**config.mk**
```make
export PLATFORM = sky130hd
export DESIGN_NAME = rvx_ctrl
export DESIGN_NICKNAME = d
export VERILOG_FILES = /design/src/hdl/rvx_pkg.sv /design/src/hdl/rvx_ctrl.sv
export SDC_FILE = /design/constraint.sdc
export NUM_CORES = 1
export LEC_CHECK = 0
export BUFFER_PORTS_ARGS = -buffer_cell sky130_fd_sc_hd__clkbuf_2
export CAP_MARGIN = 0
export CORE_AREA = 2 2 39 41
export CTS_BUF_LIST = sky130_fd_sc_hd__clkbuf_8
export DETAILED_ROUTE_END_ITERATION = 8
export DIE_AREA = 0 0 41 43
export HOLD_SLACK_MARGIN = 0.12
export PLACE_DENSITY_LB_ADDON = 0.05
export RECOVER_POWER = 100
export SETUP_SLACK_MARGIN = 0.4
export SYNTH_ARGS = -nofsm -noshare
export SYNTH_HDL_FRONTEND = slang
export SYNTH_SLANG_ARGS = --single-unit
```
**constraint.sdc**
```tcl
create_clock -name clk -period 3.74 [get_ports clk]
set_clock_uncertainty 0.2 [all_clocks]
set_input_delay 0.561 -clock clk [delete_from_list [all_inputs] [get_ports clk]]
set_output_delay 0.561 -clock clk [all_outputs]
set_load 0.05 [all_outputs]
```
**src/hdl/rvx_pkg.sv**
```systemverilog
// ----------------------------------------------------------------------------
// rvx_pkg
// Shared constants, types and controller/datapath interface structs for the
// RV32IM subset execute block.
// ----------------------------------------------------------------------------
package rvx_pkg;

    localparam int MEM_BYTES_DEF = 65536;

    localparam logic [6:0] OP_LOAD   = 7'h03;
    localparam logic [6:0] OP_IMM    = 7'h13;
    localparam logic [6:0] OP_SYS    = 7'h73;
    localparam logic [6:0] OP_REG    = 7'h33;
    localparam logic [6:0] OP_STORE  = 7'h23;
    localparam logic [6:0] OP_BRANCH = 7'h63;
    localparam logic [6:0] OP_LUI    = 7'h37;
    localparam logic [6:0] OP_JAL    = 7'h6F;

    localparam logic [6:0] F7_BASE   = 7'h00;
    localparam logic [6:0] F7_ALT    = 7'h20;
    localparam logic [6:0] F7_MULDIV = 7'h01;

    localparam logic [2:0] F3_ADD  = 3'd0;
    localparam logic [2:0] F3_SLL  = 3'd1;
    localparam logic [2:0] F3_SLT  = 3'd2;
    localparam logic [2:0] F3_SLTU = 3'd3;
    localparam logic [2:0] F3_XOR  = 3'd4;
    localparam logic [2:0] F3_SR   = 3'd5;
    localparam logic [2:0] F3_OR   = 3'd6;
    localparam logic [2:0] F3_AND  = 3'd7;

    localparam logic [2:0] F3_MUL  = 3'd0;
    localparam logic [2:0] F3_MULH = 3'd1;
    localparam logic [2:0] F3_DIV  = 3'd4;
    localparam logic [2:0] F3_REM  = 3'd6;

    localparam logic [2:0] F3_BYTE = 3'd0;
    localparam logic [2:0] F3_HALF = 3'd1;
    localparam logic [2:0] F3_WORD = 3'd2;

    localparam logic [2:0] F3_BEQ  = 3'd0;
    localparam logic [2:0] F3_BNE  = 3'd1;

    localparam logic [31:0] SYS_PRINT = 32'd1;
    localparam logic [31:0] SYS_EXIT  = 32'd10;

    localparam logic [4:0] REG_ZERO = 5'd0;
    localparam logic [4:0] REG_A0   = 5'd10;
    localparam logic [4:0] REG_A1   = 5'd11;

    localparam logic [2:0] ERR_NONE  = 3'd0;
    localparam logic [2:0] ERR_INSN  = 3'd1;
    localparam logic [2:0] ERR_READ  = 3'd2;
    localparam logic [2:0] ERR_WRITE = 3'd3;
    localparam logic [2:0] ERR_ECALL = 3'd4;

    typedef enum logic [2:0] {
        CLS_SIMPLE,
        CLS_MUL,
        CLS_DIV,
        CLS_LOAD,
        CLS_STORE
    } cls_t;

    typedef struct packed {
        logic load_ir;
        logic exec;
        logic div_start;
        logic mem_step;
        logic commit;
    } cmd_t;

    typedef struct packed {
        logic clear_busy;
        logic stopped;
        cls_t cls;
        logic exec_err;
        logic mem_last;
        logic div_done;
    } sts_t;

endpackage

```
**src/hdl/rvx_ctrl.sv**
```systemverilog
// ----------------------------------------------------------------------------
// rvx_ctrl
// Controller state machine: sequences read, execute, multi-cycle units and
// commit, and runs both handshakes.
// ----------------------------------------------------------------------------
module rvx_ctrl
    import rvx_pkg::*;
(
    input  logic clk,
    input  logic rst_n,
    input  logic in_valid,
    output logic in_stall,
    output logic out_valid,
    input  logic out_stall,
    output cmd_t cmd,
    input  sts_t sts
);

    localparam logic [2:0] S_IDLE = 3'd0;
    localparam logic [2:0] S_READ = 3'd1;
    localparam logic [2:0] S_EXEC = 3'd2;
    localparam logic [2:0] S_DIV  = 3'd3;
    localparam logic [2:0] S_MEM  = 3'd4;
    localparam logic [2:0] S_FIN  = 3'd5;

    logic [2:0] state_reg;
    logic [2:0] state_next;
    logic       out_valid_reg;
    logic       out_valid_next;
    logic       accept;
    logic       can_commit;

    assign in_stall   = !((state_reg == S_IDLE) && !sts.clear_busy);
    assign accept     = in_valid && !in_stall;
    // The result register is free unless it still holds an untaken result.
    assign can_commit = !(out_valid_reg && out_stall);

    always_comb
    begin
        state_next    = state_reg;
        cmd.load_ir   = 1'b0;
        cmd.exec      = 1'b0;
        cmd.div_start = 1'b0;
        cmd.mem_step  = 1'b0;
        cmd.commit    = 1'b0;
        unique case (state_reg)
            S_IDLE:
            begin
                if (accept)
                begin
                    cmd.load_ir = 1'b1;
                    state_next  = sts.stopped ? S_FIN : S_READ;
                end
            end
            S_READ:
            begin
                state_next = S_EXEC;
            end
            S_EXEC:
            begin
                cmd.exec = 1'b1;
                if (sts.exec_err)
                begin
                    state_next = S_FIN;
                end
                else if (sts.cls == CLS_DIV)
                begin
                    cmd.div_start = 1'b1;
                    state_next    = S_DIV;
                end
                else if ((sts.cls == CLS_LOAD) || (sts.cls == CLS_STORE))
                begin
                    state_next = S_MEM;
                end
                else
                begin
                    state_next = S_FIN;
                end
            end
            S_DIV:
            begin
                if (sts.div_done)
                begin
                    state_next = S_FIN;
                end
            end
            S_MEM:
            begin
                cmd.mem_step = 1'b1;
                if (sts.mem_last)
                begin
                    state_next = S_FIN;
                end
            end
            S_FIN:
            begin
                if (can_commit)
                begin
                    cmd.commit = 1'b1;
                    state_next = S_IDLE;
                end
            end
            default:
            begin
                state_next = S_IDLE;
            end
        endcase
    end

    always_comb
    begin
        if (cmd.commit)
        begin
            out_valid_next = 1'b1;
        end
        else if (!out_stall)
        begin
            out_valid_next = 1'b0;
        end
        else
        begin
            out_valid_next = out_valid_reg;
        end
    end

    always_ff @(posedge clk or negedge rst_n)
    begin
        if (!rst_n)
        begin
            state_reg     <= S_IDLE;
            out_valid_reg <= 1'b0;
        end
        else
        begin
            state_reg     <= state_next;
            out_valid_reg <= out_valid_next;
        end
    end

    assign out_valid = out_valid_reg;

endmodule

```
==> impl_metrics.ini <==
[setup_path]
slowest_stage = or4b_1
startpoint_type = flip-flop
worst-path-max-fanout = 12
path_cells = or4b_1, nor3_1, clkbuf_1
path_buf_inv = 1
cp_data_required_time_ps = 2980
r2r_end = state_reg[2]$_DFFE_PN0P_
r2r_setup_slack_ps = 1960
endpoint_kind = output pin
crit_type = flip-flop to output pin
cpPeakStageDelay_ps = 620
worst_ep_arrival_time_ps = 1960
rr_worst_depth = 3
reg2reg_from = state_reg[0]$_DFFE_PN0P_
crit_family = simple AND/OR/NAND/NOR gates

[sta]
fin_hold_ws_ps = 333.2
fmax_mhz = 368.1
setup_viol = 0
tns_ps = 0
hold_violations = 0
relSlewSlack = 0.6016
min_period_ps = 2717
rsz0062_at_grt = no
tightestPinTransition_ps = 600.1
slew_violations = 0
fin_crit_sh = 0.7264

[hold_path]
worstHoldEndpoint = out_valid$_DFFE_PN0P_
min_path_type = flip-flop to flip-flop
min-delay-start = out_valid$_DFFE_PN0P_
hold_depth = 2

[detailed_routing]
drtIter0Drc = 4
drt_wl_total_um = 856
drtAntennaViolNets = 0
drt-wirelength-per-cell_um = 11.12
num_vias = 373
viasPerCell = 4.844
drc = 0
firstDrtPassIters = 3

[yosys]
ys_seq_area_frac = 0.3042
synth_area_leaders = dfrtp_1, nor2_1, nand2b_1
synth_ff_type = dfrtp_1
yosysMostFrequentCell = nor2_1
syn-mean-instance-area_sq_um = 8.026
synth_nets = 53
synth_top_area_frac = 0.3042
synth_cell_type_count = 26
ys_ff_latch = 4
yosys_warnings = 0
synth_edf_count = 0
syn_area_sq_um = 329.1
async_flop_share = 1.000
synth_common_cells = nor2_1, dfrtp_1, nand2_1, nand2b_1
synth_top_cell_by_area = dfrtp_1
syn_inst = 41

[clock_tree]
clock-sinks = 4
clk_path_buf_depth = 2
cts_root_buf = clkbuf_8
cts_tree = built
cts-buffers-inserted = 3
clock_latency_ps = 210
clk_pin_slew_ps = 30
cts_setup_buffers = 0
h-tree-depth = 1

[grt]
grt_pass1_vias = 352
met3_usage = 0.03141
overflow = 0
grtUsageMet1 = 0.1314
grtUsageTotal = 0.1174
grt_pass1_wl_mm = 1.373
grt_max_degree = 13
grt_antenna_before_repair = 0
grtUsageMet2 = 0.1813
grt_busiest_layer = met2

[cells_and_area]
drive_above_1_share = 0.2295
finalInstanceArea_sq_um = 462.9
syn2layout_area_growth_pct = 40.68
final_nets = 75
register_area_sq_um = 100.1
antennaDiodeCount = 0
largest_reg_flops = 3
fillerInstances = 157
multi_input_area_sq_um = 209.0

[floorplanning]
pin_count = 19
die_x_um = 41
die-area_sq_mm = 0.001763
rows = 14
coreArea_sq_mm = 0.001384
start_util = 0.2378
die_height_um = 43

[run_status]
outcome = finished, final reports clean

[placed_design]
hpwl_um = 662.2
placed_area_sq_um = 426.7
portBuffers = 18
gp_congestion = 0.7094

[pwr]
power_density_mw_per_mm2 = 846.9
power_uw = 392.1
p_leak_nw = 0.2049
ir_worst_vdd_v = 0.0002418

[flow_run]
cap_viol_max_count = 0
-- how the worst max path moves through the flow --
stage                             start     end  slack [ps]  cells past startpoint
2_1_floorplan                    sts[5]  cmd[2]         840                      2
3_3_place_gp                     sts[5]  cmd[2]        1360                      4
3_5_place_dp                     sts[5]  cmd[2]        1360                      4
4_1_cts        state_reg[0]$_DFFE_PN0P_  cmd[2]        1220                      3
5_1_grt        state_reg[0]$_DFFE_PN0P_  cmd[2]         940                      3
6_report       state_reg[0]$_DFFE_PN0P_  cmd[2]        1020                      3
-- per-layer routing --
metal  up-vias  wire [um]
met1       173        379
li1        189          -
met3         0         51
met5         -          0
met2        11        425
met4         0          0
-- kinds of logic (layout without fill, tap and decap cells) --
kind of cell           count (synthesis)  count (layout)  share of synthesized area
AND/OR/NAND/NOR                       22              22                     0.3688
AO/OA/AOI/OAI                         12              12                     0.2776
flip-flops                             4               4                     0.3042
buffers and inverters                  3              23                    0.04941
-- cells in the final DEF, fill, tap and decap left out, types with 2 or more instances in the layout --
master / netlist / final
clkbuf_8: 0 / 3
and3_1: 2 / 2
dfrtp_1: 4 / 4
nor2_1: 6 / 6
a211oi_1: 2 / 2
nand2_1: 4 / 4
nand2b_1: 3 / 3
clkbuf_1: 0 / 9
clkbuf_2: 0 / 9
-- per-stage QoR --
step	worst slack (ps)	util	cells
after CTS	1221	0.3454	77
after detailed placement	1365	0.3083	73
after global routing	936.6	0.3345	77
after floorplan	843.0	-	41
final	1023	0.3345	77
after global placement	1365	0.3083	73
-- area by class of cell --
cell class / instances / share of cell area
Clock buffer: 3 / 0.08919
Sequential cell: 4 / 0.2162
Tap cell: 16 / 0.04324
Timing Repair Buffer: 19 / 0.1919
Multi-Input combinational cell: 34 / 0.4514
Inverter: 1 / 0.008108
-- where the power goes --
| part | total [mW] | internal (mW) | leakage, nW | switching (mW) |
|---|---|---|---|---|
| Clock | 0.0890 | 0.0684 | 0.0216 | 0.0205 |
| Combinational | 0.201 | 0.0653 | 0.133 | 0.135 |
| Sequential | 0.102 | 0.0631 | 0.0502 | 0.0394 |
-- timing repair --
action	CTS	global route
endpoints found under the hold margin	4	0
resized for setup	0	0
hold buffers	1	0
-- worst min-delay path, delay by kind of cell (launching register included) --
kind,cells,cell delay (ps)
flip-flops,1,370
AND/OR/NAND/NOR,2,130
No activity file was read; power rests on OpenSTA's default activity.
